<file path="config.mk">
export PLATFORM = sky130hd
export DESIGN_NAME = x86_modrm_effective_address
export DESIGN_NICKNAME = d
export VERILOG_FILES = /design/src/rtl/x86ea_pkg.sv /design/src/rtl/x86ea_ram.sv /design/src/rtl/x86_modrm_effective_address.sv
export VERILOG_INCLUDE_DIRS = /design/src /design/src/rtl
export SDC_FILE = /design/constraint.sdc
export NUM_CORES = 1
export LEC_CHECK = 0
export BUFFER_PORTS_ARGS = -buffer_cell sky130_fd_sc_hd__buf_2
export CORE_ASPECT_RATIO = 0.75
export CORE_UTILIZATION = 50
export DETAILED_ROUTE_END_ITERATION = 16
export PLACE_DENSITY = 0.67
export SYNTH_ARGS = -nofsm -noshare
export SYNTH_HDL_FRONTEND = slang
export SYNTH_HIERARCHICAL = 1
export SYNTH_SLANG_ARGS = --single-unit
</file>
<file path="constraint.sdc">
create_clock -name clk -period 10.2 [get_ports clk]
set_input_delay 2.04 -clock clk [delete_from_list [all_inputs] [get_ports clk]]
set_output_delay 2.04 -clock clk [all_outputs]
set_load 0.03 [all_outputs]
</file>
<file path="src/rtl/x86_modrm_effective_address_macros.svh">
// Assertion macros shared by the address generation RTL.
// Each expects clk and rst_n in the scope where it is used.
`ifndef X86_MODRM_EFFECTIVE_ADDRESS_MACROS_SVH
`define X86_MODRM_EFFECTIVE_ADDRESS_MACROS_SVH

// Same-cycle implication, checked outside reset.
`define X86EA_ASSERT_IMPL(label, ante, cons) \
    label: assert property (@(posedge clk) disable iff (!rst_n) (ante) |-> (cons)) \
        else $error("x86ea assertion failed");

// Next-cycle implication, checked outside reset.
`define X86EA_ASSERT_NEXT(label, ante, cons) \
    label: assert property (@(posedge clk) disable iff (!rst_n) (ante) |=> (cons)) \
        else $error("x86ea assertion failed");

`endif

</file>
<file path="src/rtl/x86ea_pkg.sv">
// Shared constants and types for the ModR/M effective address unit.
// No dependencies.
package x86ea_pkg;

    // Item opcodes
    localparam logic [1:0] OP_WR_GPR = 2'd0;
    localparam logic [1:0] OP_WR_SEG = 2'd1;
    localparam logic [1:0] OP_ADDR   = 2'd2;

    // Register file sizes
    localparam int unsigned NUM_GPR = 8;
    localparam int unsigned NUM_SEG = 6;

    // General register numbers
    localparam logic [2:0] GPR_EBX = 3'd3;
    localparam logic [2:0] GPR_ESP = 3'd4;
    localparam logic [2:0] GPR_EBP = 3'd5;
    localparam logic [2:0] GPR_ESI = 3'd6;
    localparam logic [2:0] GPR_EDI = 3'd7;

    // Segment numbers and the "use default" override code
    localparam logic [2:0] SEG_SS      = 3'd2;
    localparam logic [2:0] SEG_DS      = 3'd3;
    localparam logic [2:0] SEG_DEFAULT = 3'd6;

    // ModR/M mod field values
    localparam logic [1:0] MOD_MEM0  = 2'd0;
    localparam logic [1:0] MOD_DISP8 = 2'd1;
    localparam logic [1:0] MOD_DISPW = 2'd2;
    localparam logic [1:0] MOD_REG   = 2'd3;

    // Special rm / SIB codes
    localparam logic [2:0] RM_SIB       = 3'd4;
    localparam logic [2:0] RM16_DIRECT  = 3'd6;
    localparam logic [2:0] SIB_NO_INDEX = 3'd4;

    // Displacement kinds
    localparam logic [1:0] DISP_NONE = 2'd0;
    localparam logic [1:0] DISP_8    = 2'd1;
    localparam logic [1:0] DISP_16   = 2'd2;
    localparam logic [1:0] DISP_32   = 2'd3;

    // Decoded control carried from the input register to the adder stage
    typedef struct packed {
        logic       is_reg;
        logic [2:0] reg_sel;
        logic       a32;
        logic       use_a;
        logic       use_b;
        logic [1:0] scale;
        logic [1:0] disp_mode;
        logic [2:0] bytes_used;
    } ea_ctrl_t;

endpackage

</file>
<file path="src/rtl/x86ea_ram.sv">
// Generic RAM: one write port, two read ports with registered read data.
// No dependencies.
module x86ea_ram #(
    parameter int unsigned WIDTH = 32,
    parameter int unsigned DEPTH = 8
) (
    input  logic                     clk,
    input  logic                     wr_en,
    input  logic [$clog2(DEPTH)-1:0] wr_addr,
    input  logic [WIDTH-1:0]         wr_data,
    input  logic                     rd_en,
    input  logic [$clog2(DEPTH)-1:0] rd_addr_a,
    input  logic [$clog2(DEPTH)-1:0] rd_addr_b,
    output logic [WIDTH-1:0]         rd_data_a,
    output logic [WIDTH-1:0]         rd_data_b
);

    logic [WIDTH-1:0] mem [DEPTH];
    logic [WIDTH-1:0] rd_data_a_reg;
    logic [WIDTH-1:0] rd_data_b_reg;

    // Write port
    always_ff @(posedge clk)
    begin
        if (wr_en)
        begin
            mem[wr_addr] <= wr_data;
        end
    end

    // Read ports, data held while not enabled
    always_ff @(posedge clk)
    begin
        if (rd_en)
        begin
            rd_data_a_reg <= mem[rd_addr_a];
            rd_data_b_reg <= mem[rd_addr_b];
        end
    end

    assign rd_data_a = rd_data_a_reg;
    assign rd_data_b = rd_data_b_reg;

endmodule

</file>
<file path="src/rtl/x86_modrm_effective_address.sv">
// x86 ModR/M / SIB effective address unit; uses x86ea_pkg, x86ea_ram and the macro header.
// Pipeline: an accepted address request goes to the input stage register, then to the output
// register once that is free. Throughput: one item per cycle unless the output stalls;
// register files are written and read at the accept edge, so a write is visible to the very
// next item. Register writes produce no result. Reset (rst_n, async low) clears the pipeline
// valids, the segment file and the GPR valid bits, so every GPR reads as zero until written.
`include "x86_modrm_effective_address_macros.svh"
module x86_modrm_effective_address
    import x86ea_pkg::*;
(
    input  logic        clk,
    input  logic        rst_n,
    input  logic        in_valid,
    output logic        in_ready,
    input  logic [1:0]  opcode,
    input  logic [2:0]  reg_index,
    input  logic [31:0] reg_value,
    input  logic [7:0]  mod_rm,
    input  logic [7:0]  sib_byte,
    input  logic [31:0] disp_bytes,
    input  logic        address_32,
    input  logic [2:0]  seg_override,
    output logic        out_valid,
    input  logic        out_ready,
    output logic [15:0] segment_value,
    output logic [31:0] offset,
    output logic [2:0]  bytes_used,
    output logic        is_register,
    output logic [2:0]  reg_select
);

    logic        in_transfer;
    logic        out_free;
    logic        gpr_we;
    logic        seg_we;

    logic [1:0]  mod_f;
    logic [2:0]  rm_f;
    logic [1:0]  sib_scale;
    logic [2:0]  sib_index;
    logic [2:0]  sib_base;
    logic        no_base;
    logic        ss_default;
    logic [2:0]  addr_a;
    logic [2:0]  addr_b;
    logic [2:0]  seg_sel;
    logic        use_a_raw;
    logic        use_b_raw;
    ea_ctrl_t    ctrl_d;

    logic [NUM_GPR-1:0] gpr_valid_reg;
    logic [15:0]        segment_regs_reg [NUM_SEG];
    logic [31:0]        rdata_a;
    logic [31:0]        rdata_b;

    logic        s1_valid_reg;
    ea_ctrl_t    s1_ctrl_reg;
    logic [31:0] s1_disp_reg;
    logic [15:0] s1_seg_reg;

    logic [31:0] a_val;
    logic [31:0] b_val;
    logic [31:0] d_val;
    logic [31:0] sum;
    logic [31:0] offset_next;
    logic [15:0] seg_next;

    logic        out_valid_reg;
    logic [15:0] segment_value_reg;
    logic [31:0] offset_reg;
    logic [2:0]  bytes_used_reg;
    logic        is_register_reg;
    logic [2:0]  reg_select_reg;

    // Handshake: the adder stage moves on whenever the output register is free
    assign out_free    = !out_valid_reg || out_ready;
    assign in_ready    = !s1_valid_reg || out_free;
    assign in_transfer = in_valid && in_ready;
    assign gpr_we      = in_transfer && (opcode == OP_WR_GPR);
    assign seg_we      = in_transfer && (opcode == OP_WR_SEG)
                         && (reg_index < SEG_DEFAULT);

    // Field split
    assign mod_f     = mod_rm[7:6];
    assign rm_f      = mod_rm[2:0];
    assign sib_scale = sib_byte[7:6];
    assign sib_index = sib_byte[5:3];
    assign sib_base  = sib_byte[2:0];

    // Address form decode: register reads, displacement kind, bytes, default segment
    always_comb
    begin
        ctrl_d     = '0;
        ctrl_d.a32 = address_32;
        addr_a     = rm_f;
        addr_b     = sib_index;
        use_a_raw  = 1'b0;
        use_b_raw  = 1'b0;
        no_base    = 1'b0;
        ss_default = 1'b0;

        if (mod_f == MOD_REG)
        begin
            ctrl_d.is_reg  = 1'b1;
            ctrl_d.reg_sel = rm_f;
        end
        else if (address_32)
        begin
            // base register and optional scaled index
            if (rm_f == RM_SIB)
            begin
                ctrl_d.bytes_used = 3'd1;
                ctrl_d.scale      = sib_scale;
                use_b_raw         = (sib_index != SIB_NO_INDEX);
                addr_a            = sib_base;
                if (sib_base == GPR_EBP && mod_f == MOD_MEM0)
                begin
                    no_base = 1'b1;
                end
                else
                begin
                    use_a_raw  = 1'b1;
                    ss_default = (sib_base == GPR_ESP) || (sib_base == GPR_EBP);
                end
            end
            else if (rm_f == GPR_EBP && mod_f == MOD_MEM0)
            begin
                no_base = 1'b1;
            end
            else
            begin
                use_a_raw  = 1'b1;
                ss_default = (rm_f == GPR_EBP);
            end

            // displacement
            unique case (mod_f)
                MOD_MEM0:
                begin
                    if (no_base)
                    begin
                        ctrl_d.disp_mode  = DISP_32;
                        ctrl_d.bytes_used = ctrl_d.bytes_used + 3'd4;
                    end
                end
                MOD_DISP8:
                begin
                    ctrl_d.disp_mode  = DISP_8;
                    ctrl_d.bytes_used = ctrl_d.bytes_used + 3'd1;
                end
                default:
                begin
                    ctrl_d.disp_mode  = DISP_32;
                    ctrl_d.bytes_used = ctrl_d.bytes_used + 3'd4;
                end
            endcase
        end
        else
        begin
            // 16-bit base/index pairs
            unique case (rm_f)
                3'd0:
                begin
                    addr_a = GPR_EBX; addr_b = GPR_ESI;
                    use_a_raw = 1'b1; use_b_raw = 1'b1;
                end
                3'd1:
                begin
                    addr_a = GPR_EBX; addr_b = GPR_EDI;
                    use_a_raw = 1'b1; use_b_raw = 1'b1;
                end
                3'd2:
                begin
                    addr_a = GPR_EBP; addr_b = GPR_ESI;
                    use_a_raw = 1'b1; use_b_raw = 1'b1; ss_default = 1'b1;
                end
                3'd3:
                begin
                    addr_a = GPR_EBP; addr_b = GPR_EDI;
                    use_a_raw = 1'b1; use_b_raw = 1'b1; ss_default = 1'b1;
                end
                3'd4:
                begin
                    addr_a = GPR_ESI; use_a_raw = 1'b1;
                end
                3'd5:
                begin
                    addr_a = GPR_EDI; use_a_raw = 1'b1;
                end
                3'd6:
                begin
                    addr_a = GPR_EBP;
                    if (mod_f != MOD_MEM0)
                    begin
                        use_a_raw  = 1'b1;
                        ss_default = 1'b1;
                    end
                end
                default:
                begin
                    addr_a = GPR_EBX; use_a_raw = 1'b1;
                end
            endcase

            // displacement: direct address form carries disp16 with mod 0
            unique case (mod_f)
                MOD_MEM0:
                begin
                    if (rm_f == RM16_DIRECT)
                    begin
                        ctrl_d.disp_mode  = DISP_16;
                        ctrl_d.bytes_used = 3'd2;
                    end
                end
                MOD_DISP8:
                begin
                    ctrl_d.disp_mode  = DISP_8;
                    ctrl_d.bytes_used = 3'd1;
                end
                default:
                begin
                    ctrl_d.disp_mode  = DISP_16;
                    ctrl_d.bytes_used = 3'd2;
                end
            endcase
        end

        // never-written registers read as zero
        ctrl_d.use_a = use_a_raw && gpr_valid_reg[addr_a];
        ctrl_d.use_b = use_b_raw && gpr_valid_reg[addr_b];
    end

    // Segment choice: override wins, codes 6 and 7 take the default
    assign seg_sel = (seg_override < SEG_DEFAULT) ? seg_override
                   : (ss_default ? SEG_SS : SEG_DS);

    // General register file
    x86ea_ram #(
        .WIDTH (32),
        .DEPTH (NUM_GPR)
    ) u_gpr_ram (
        .clk       (clk),
        .wr_en     (gpr_we),
        .wr_addr   (reg_index),
        .wr_data   (reg_value),
        .rd_en     (in_transfer),
        .rd_addr_a (addr_a),
        .rd_addr_b (addr_b),
        .rd_data_a (rdata_a),
        .rd_data_b (rdata_b)
    );

    // GPR valid bits
    always_ff @(posedge clk or negedge rst_n)
    begin
        if (!rst_n)
        begin
            gpr_valid_reg <= '0;
        end
        else if (gpr_we)
        begin
            gpr_valid_reg[reg_index] <= 1'b1;
        end
    end

    // Segment register file
    always_ff @(posedge clk or negedge rst_n)
    begin
        if (!rst_n)
        begin
            for (int i = 0; i < NUM_SEG; i++)
            begin
                segment_regs_reg[i] <= '0;
            end
        end
        else if (seg_we)
        begin
            segment_regs_reg[reg_index] <= reg_value[15:0];
        end
    end

    // Input stage valid
    always_ff @(posedge clk or negedge rst_n)
    begin
        if (!rst_n)
        begin
            s1_valid_reg <= 1'b0;
        end
        else if (in_ready)
        begin
            s1_valid_reg <= in_valid && (opcode == OP_ADDR);
        end
    end

    // Input stage payload
    always_ff @(posedge clk)
    begin
        if (in_transfer)
        begin
            s1_ctrl_reg <= ctrl_d;
            s1_disp_reg <= disp_bytes;
            s1_seg_reg  <= segment_regs_reg[seg_sel];
        end
    end

    // Effective address: base + (index << scale) + displacement
    always_comb
    begin
        a_val = s1_ctrl_reg.use_a ? rdata_a : 32'd0;
        b_val = s1_ctrl_reg.use_b ? (rdata_b << s1_ctrl_reg.scale) : 32'd0;
        case (s1_ctrl_reg.disp_mode)
            DISP_8:  d_val = {{24{s1_disp_reg[7]}}, s1_disp_reg[7:0]};
            DISP_16: d_val = {16'd0, s1_disp_reg[15:0]};
            DISP_32: d_val = s1_disp_reg;
            default: d_val = 32'd0;
        endcase
        sum         = a_val + b_val + d_val;
        offset_next = s1_ctrl_reg.a32 ? sum : {16'd0, sum[15:0]};
        seg_next    = s1_ctrl_reg.is_reg ? 16'd0 : s1_seg_reg;
    end

    // Output register valid
    always_ff @(posedge clk or negedge rst_n)
    begin
        if (!rst_n)
        begin
            out_valid_reg <= 1'b0;
        end
        else if (out_free)
        begin
            out_valid_reg <= s1_valid_reg;
        end
    end

    // Output register payload
    always_ff @(posedge clk)
    begin
        if (out_free && s1_valid_reg)
        begin
            segment_value_reg <= seg_next;
            offset_reg        <= offset_next;
            bytes_used_reg    <= s1_ctrl_reg.bytes_used;
            is_register_reg   <= s1_ctrl_reg.is_reg;
            reg_select_reg    <= s1_ctrl_reg.reg_sel;
        end
    end

    assign out_valid     = out_valid_reg;
    assign segment_value = segment_value_reg;
    assign offset        = offset_reg;
    assign bytes_used    = bytes_used_reg;
    assign is_register   = is_register_reg;
    assign reg_select    = reg_select_reg;

    // Checks
    `X86EA_ASSERT_IMPL(a_reg_operand_zero, out_valid && is_register,
        segment_value == 16'd0 && offset == 32'd0 && bytes_used == 3'd0)
    `X86EA_ASSERT_IMPL(a_mem_operand_sel, out_valid && !is_register, reg_select == 3'd0)
    `X86EA_ASSERT_NEXT(a_stage_holds, s1_valid_reg && !out_free, s1_valid_reg)
    `X86EA_ASSERT_NEXT(a_gpr_valid_set, gpr_we, gpr_valid_reg[$past(reg_index)])

endmodule

</file>
==> results.sh, run 1 <==
export IMPL_yosysMostFrequentCell="edfxtp_1"
export IMPL_grt_pass1_wl_um=86700
export IMPL_vdd_ir_drop_max_mv=0.128
export IMPL_grt_pass1_vias=14600
export IMPL_synth_mux_area_frac=0.248
export IMPL_dr_first_iter_drc_count=1262
export IMPL_crit_path_max_incr_delay_ns=0.65
export IMPL_crit_type="primary input to register"
export IMPL_die_y_um=202
export IMPL_ys_flop_type="edfxtp_1"
export IMPL_overflow=0
export IMPL_worstSkewPairLatency_ns=0.62
export IMPL_grt_usage=0.211
export IMPL_synthXorXnorAreaFrac=0.00478
export IMPL_start_util=0.512
export IMPL_ios=150
export IMPL_routedWlPerCell_um=22.9
export IMPL_synth_cells=1581
export IMPL_setup_tns_ns=0
export IMPL_synth_fa_ha_area_frac=0.0380
export IMPL_slew_headroom=0.250
export IMPL_final_cell_area_um2=29800
export IMPL_fin_nets=1872
export IMPL_detailed_place_area_um2=28100
export IMPL_ant_nets=0
export IMPL_yosysTopAreaCell="edfxtp_1"
export IMPL_syn_area_um2=26700
export IMPL_avgSynthCellArea_um2=16.9
export IMPL_area_growth_syn_to_layout_pct=11.7
export IMPL_power_density_nw_per_um2=184
export IMPL_post_cts_buffers=0
export IMPL_fmax_mhz=203
export IMPL_gp_congestion=0.861
export IMPL_ys_types=77
export IMPL_largest_reg_flops=256
export IMPL_pwr_share_clk=0.359
export IMPL_hold_path_class="register to register"
export IMPL_fill_cells=3973
export IMPL_drive_gt1_frac=0.321
export IMPL_antenna_found_initial=5
export IMPL_synth_common_cells="edfxtp_1 (437), mux2_2 (167), dfrtp_1 (106)"
export IMPL_cp_max_fo=38
export IMPL_syn_nets=1736
export IMPL_synth_compound_area_frac=0.0443
export IMPL_synthSimpleGateAreaFrac=0.0474
export IMPL_switchingPower_mw=1.37
export IMPL_cts_tree="yes"
export IMPL_clock_sinks=543
export IMPL_port_buffers=146
export IMPL_die_x_um=269
export IMPL_cts_max_level=2
export IMPL_final_setup_skew_ns=0.0166
export IMPL_p_seq_frac=0.489
export IMPL_power_frac_comb=0.152
export IMPL_row_count=72
export IMPL_cts_clk_slew_worst_paths_ns=0.06
export IMPL_crit_chain="buf_2, a211oi_2, mux2i_2, clkinv_2, buf_4, mux4_1, mux2_2"
export IMPL_setup_violations=0
export IMPL_clockBufferDepth=3
export IMPL_dieArea_um2=54400
export IMPL_drcViolationCount=0
export IMPL_firstDrtPassIters=7
export IMPL_required_ns=10.55
export IMPL_outcome="completed"
export IMPL_crit_arrival_ns=5.27
export IMPL_via_per_inst=5.93
export IMPL_power_leakage_nw=11.3
export IMPL_grt_start_max_net_pins=78
export IMPL_synth_top_family_by_area="multiplexers"
export IMPL_cts_buffers=52
export IMPL_endpoint_kind="register"
export IMPL_ys_ff_latch=543
export IMPL_synth_top_area_frac=0.491
export IMPL_synth_area_leaders="edfxtp_1 (49%), dfrtp_1 (9.9%), mux4_1 (7.9%)"
export IMPL_ys_seq_area_frac=0.591
export IMPL_synthArstFlopShare=0.195
export IMPL_p_sw_frac=0.250
export IMPL_worstMarginPinSlew_ns=1.12
export IMPL_dp_hpwl_um=36100
export IMPL_finalWirelength_um=56500
export IMPL_critPathLaunchType="primary input"
export IMPL_layout_min_cycle_time_ns=4.92
export IMPL_finalHoldViolations=0
export IMPL_synth_edf_count=437
export IMPL_rsz0062_at_grt="no"
export IMPL_cts_root_buf="clkbuf_16"
export IMPL_yosysWarnings=6
export IMPL_routed_via_count=14600
export IMPL_p_int_mw=4.11
export IMPL_report_final_slew_viol_count=0
export IMPL_holdWs_ns=0.426
export IMPL_cts_repair_resized=0
export IMPL_cts_hold_buffers=0
export IMPL_core_area_um2=52200
export IMPL_drv_cap=0
export IMPL_critPathSlowestCell="clkinv_2"
export IMPL_finalCritPeriodShare=0.483
metrics by stage:
stage	util	total power [mW]	setup slack (ns)	instances
2_1_floorplan	-	3.33	4.52	1581
3_3_place_gp	0.538	3.54	4.66	2366
3_5_place_dp	0.538	3.56	4.62	2366
4_1_cts	0.572	5.54	5.26	2461
5_1_grt	0.572	5.72	5.08	2461
6_report	0.572	5.49	5.28	2463
power by group through the flow:
stage	registers (mW)	logic (mW)	clock network [mW]
final	2.68	0.836	1.97
after global routing	2.70	0.921	2.10
after CTS	2.68	0.842	2.02
after detailed placement	2.73	0.836	0
after global placement	2.72	0.821	0
after floorplan	2.70	0.627	0
final timing paths:
| kind | end | cells past startpoint | startpoint | slack, ns |
|---|---|---|---|---|
| min in group asynchronous | gpr_valid_reg[2]$_DFFE_PN0P_ | 1 | rst_n | 1.35 |
| hold / removal | reg_select[1]$_DFFE_PP_ | 0 | s1_ctrl_reg[11]$_SDFFCE_PN0P_ | 0.43 |
| max in group asynchronous | segment_regs_reg[7]$_DFFE_PN0P_ | 2 | rst_n | 7.55 |
| setup reg to reg | offset[28]$_SDFFCE_PN0P_ | 11 | s1_ctrl_reg[4]$_SDFFCE_PP0P_ | 5.76 |
| setup / recovery | u_gpr_ram/rd_data_b[23]$_DFFE_PP_ | 7 | mod_rm[7] | 5.28 |
| hold reg to reg | reg_select[1]$_DFFE_PP_ | 0 | s1_ctrl_reg[11]$_SDFFCE_PN0P_ | 0.43 |
layout make-up:
cell class	count	area, µm²	share of cell area
clock inverters	38	438	0.0147
clock buffers	57	1320	0.0442
well taps	703	880	0.0295
multi-input cells	892	10300	0.345
repair buffers	165	876	0.0293
diodes	2	5.00	0.000168
flip-flops and latches	543	15800	0.529
inverters	63	241	0.00809
logic make-up (layout without fill, tap and decap cells):
kind of cell | count (synthesis) | in the layout
AOI/OAI and AO/OA | 180 | 180
xor gates and xnor gates | 13 | 13
adders and majority gates | 62 | 62
buffers and inverters | 146 | 323
DFF | 543 | 543
muxes | 384 | 384
other | 0 | 2
and+or+nand+nor | 253 | 253
routing by layer:
| metal | vias up | wire length, µm | GRT usage |
|---|---|---|---|
| met2 | 442 | 25800 | 0.318 |
| met3 | 79 | 3350 | 0.0364 |
| li1 | 6563 | - | - |
| met4 | 4 | 1050 | 0.0475 |
| met5 | - | 25 | 0 |
| met1 | 7512 | 26200 | 0.321 |
worst max-delay path, delay by kind of cell:
family / cells / cell delay (ns)
buffers and inverters: 3 / 1.40
AO/OA/AOI/OAI: 1 / 0.39
multiplexers: 3 / 1.38
cell usage in the layout, fill, tap and decap left out, drive strengths merged, types with 17 or more instances in the layout:
cell,synthesis,layout
buf,54,165
ha,30,30
a21o,17,17
nand2,95,95
clkbuf,29,57
clkinv,0,22
mux4,172,172
o21ai,27,27
fa,32,32
a21oi,68,68
nor2b,30,30
inv,63,63
nor2,39,39
edfxtp,437,437
mux2,196,196
dfrtp,106,106
No activity file was read; power rests on OpenSTA's default activity.
==> run 2, diff against run 1 <==
clock period = 4.9 ns   (was 10.2 ns; I/O delays follow)
==> results.sh, run 2 (synthesis gave the netlist of run 1 again) <==
export IMPL_cts_root_buf="clkbuf_16"
export IMPL_drcViolationCount=0
export IMPL_grt_use_met2=0.328
export IMPL_power_density_nw_per_um2=378
export IMPL_cts_hold_buffers=0
export IMPL_final_setup_skew_ns=0.0325
export IMPL_worstSkewPairLatency_ns=0.63
export IMPL_worstMarginPinSlew_ns=1.19
export IMPL_routedWlPerCell_um=23.0
export IMPL_endpoint_kind="register"
export IMPL_antenna_found_initial=3
export IMPL_met1_usage=0.321
export IMPL_crit_family="compound AO/OA/AOI/OAI gates"
export IMPL_largest_reg_flops=256
export IMPL_routed_via_count=14600
export IMPL_vdd_ir_drop_max_mv=0.340
export IMPL_critPathLaunchType="register"
export IMPL_p_sw_frac=0.252
export IMPL_dp_cells=2377
export IMPL_layout_setup_ws_ns=0.648
export IMPL_drive_gt1_frac=0.321
export IMPL_grt_pass1_wl_um=88300
export IMPL_power_frac_comb=0.158
export IMPL_min_to="reg_select[0]$_DFFE_PP_"
export IMPL_detailed_place_area_um2=28200
export IMPL_firstDrtPassIters=5
export IMPL_cts_buffers=53
export IMPL_fin_nets=1884
export IMPL_min_path_cells=0
export IMPL_hold_start="s1_ctrl_reg[10]$_SDFFCE_PN0P_"
export IMPL_cp_max_fo=19
export IMPL_outcome="completed"
export IMPL_r2r_start="s1_ctrl_reg[6]$_SDFFCE_PP0P_"
export IMPL_utilization=0.574
export IMPL_hold_path_class="register to register"
export IMPL_post_cts_buffers=0
export IMPL_finalCritPeriodShare=0.868
export IMPL_cts_tree="yes"
export IMPL_gp_congestion=0.832
export IMPL_crit_type="register to register"
export IMPL_gr_max_usage_layer="met2"
export IMPL_grt_pass1_vias=14900
export IMPL_dp_hpwl_um=37100
export IMPL_required_ns=5.24
export IMPL_p_seq_frac=0.492
export IMPL_timing_rr_end="offset[28]$_SDFFCE_PN0P_"
export IMPL_finalPower_mw=11.3
export IMPL_setup_violations=0
export IMPL_clockBufferDepth=3
export IMPL_num_antenna_cells=0
export IMPL_power_leakage_nw=11.3
export IMPL_finalHoldViolations=0
export IMPL_slew_headroom=0.206
export IMPL_grt_usage=0.215
export IMPL_area_growth_syn_to_layout_pct=12.0
export IMPL_cts_max_level=2
export IMPL_grt_start_max_net_pins=94
export IMPL_rsz0062_at_grt="no"
export IMPL_die_y_um=202
export IMPL_pwr_share_clk=0.351
export IMPL_crit_chain="buf_4, mux4_2, nand2_1, fa_1, inv_1, ha_1, a21o_1, a2111oi_0, o311a_1, o21a_1, o21ai_0, mux2i_1"
export IMPL_clock_sinks=543
export IMPL_crit_path_max_incr_delay_ns=0.81
export IMPL_holdWs_ns=0.421
export IMPL_overflow=0
export IMPL_layout_commonest_cell="edfxtp_1"
export IMPL_fmax_mhz=235
export IMPL_cts_clk_slew_worst_paths_ns=0.06
export IMPL_core_area_um2=52200
export IMPL_critPathSlowestCell="edfxtp_1"
export IMPL_report_final_slew_viol_count=0
export IMPL_setup_tns_ns=0
export IMPL_switchingPower_mw=2.85
export IMPL_drv_cap=0
export IMPL_port_buffers=146
export IMPL_grtUsageMet3=0.0423
export IMPL_p_int_mw=8.47
export IMPL_ant_nets=0
export IMPL_ios=150
export IMPL_cts_repair_resized=0
export IMPL_layout_cells_non_filler=2474
export IMPL_final_cell_area_um2=29900
export IMPL_finalWirelength_um=56800
export IMPL_path_buf_inv=2
export IMPL_row_count=72
export IMPL_dieArea_um2=54400
export IMPL_r2r_slack_ns=0.65
export IMPL_mostFrequentLayoutCells="edfxtp_1 (437), mux2_2 (167), buf_2 (145)"
export IMPL_layout_min_cycle_time_ns=4.25
export IMPL_via_per_inst=5.92
export IMPL_start_util=0.512
export IMPL_dp_slack_ns=0.704
export IMPL_crit_arrival_ns=4.59
export IMPL_reg2reg_depth=12
export IMPL_dr_first_iter_drc_count=967
export IMPL_die_x_um=269
==> run 2: power by group through the flow <==
stage	combinational [mW]	clock [mW]	sequential, mW
floorplan	1.31	0	5.63
global placement	1.75	0	5.64
detailed placement	1.79	0	5.66
CTS	1.80	4.07	5.57
global route	1.96	4.24	5.61
finish	1.78	3.97	5.57
==> run 2: area by class of cell <==
class	instances	area, µm²
fillers	3956	22200
flip-flops and latches	543	15800
multi-input cells	892	10300
clock buffers	68	1390
repair buffers	176	1020
well taps	703	880
clock inverters	29	302
inverters	63	241
==> run 2: how the worst max path moves through the flow <==
stage,start,end,depth (start not counted)
2_1_floorplan,out_ready,u_gpr_ram/mem[4][0]$_DFFE_PP_,5
3_3_place_gp,s1_ctrl_reg[6]$_SDFFCE_PP0P_,offset[28]$_SDFFCE_PN0P_,12
3_5_place_dp,s1_ctrl_reg[5]$_SDFFCE_PP0P_,offset[28]$_SDFFCE_PN0P_,13
4_1_cts,s1_ctrl_reg[5]$_SDFFCE_PP0P_,offset[28]$_SDFFCE_PN0P_,13
5_1_grt,s1_ctrl_reg[6]$_SDFFCE_PP0P_,offset[28]$_SDFFCE_PN0P_,12
6_report,s1_ctrl_reg[6]$_SDFFCE_PP0P_,offset[28]$_SDFFCE_PN0P_,12
==> run 2: metal layers <==
| metal | up-vias | part of all wire |
|---|---|---|
| met2 | 414 | 0.46 |
| li1 | 6578 | - |
| met5 | - | 0.00033 |
| met1 | 7576 | 0.47 |
| met3 | 69 | 0.062 |
| met4 | 4 | 0.015 |
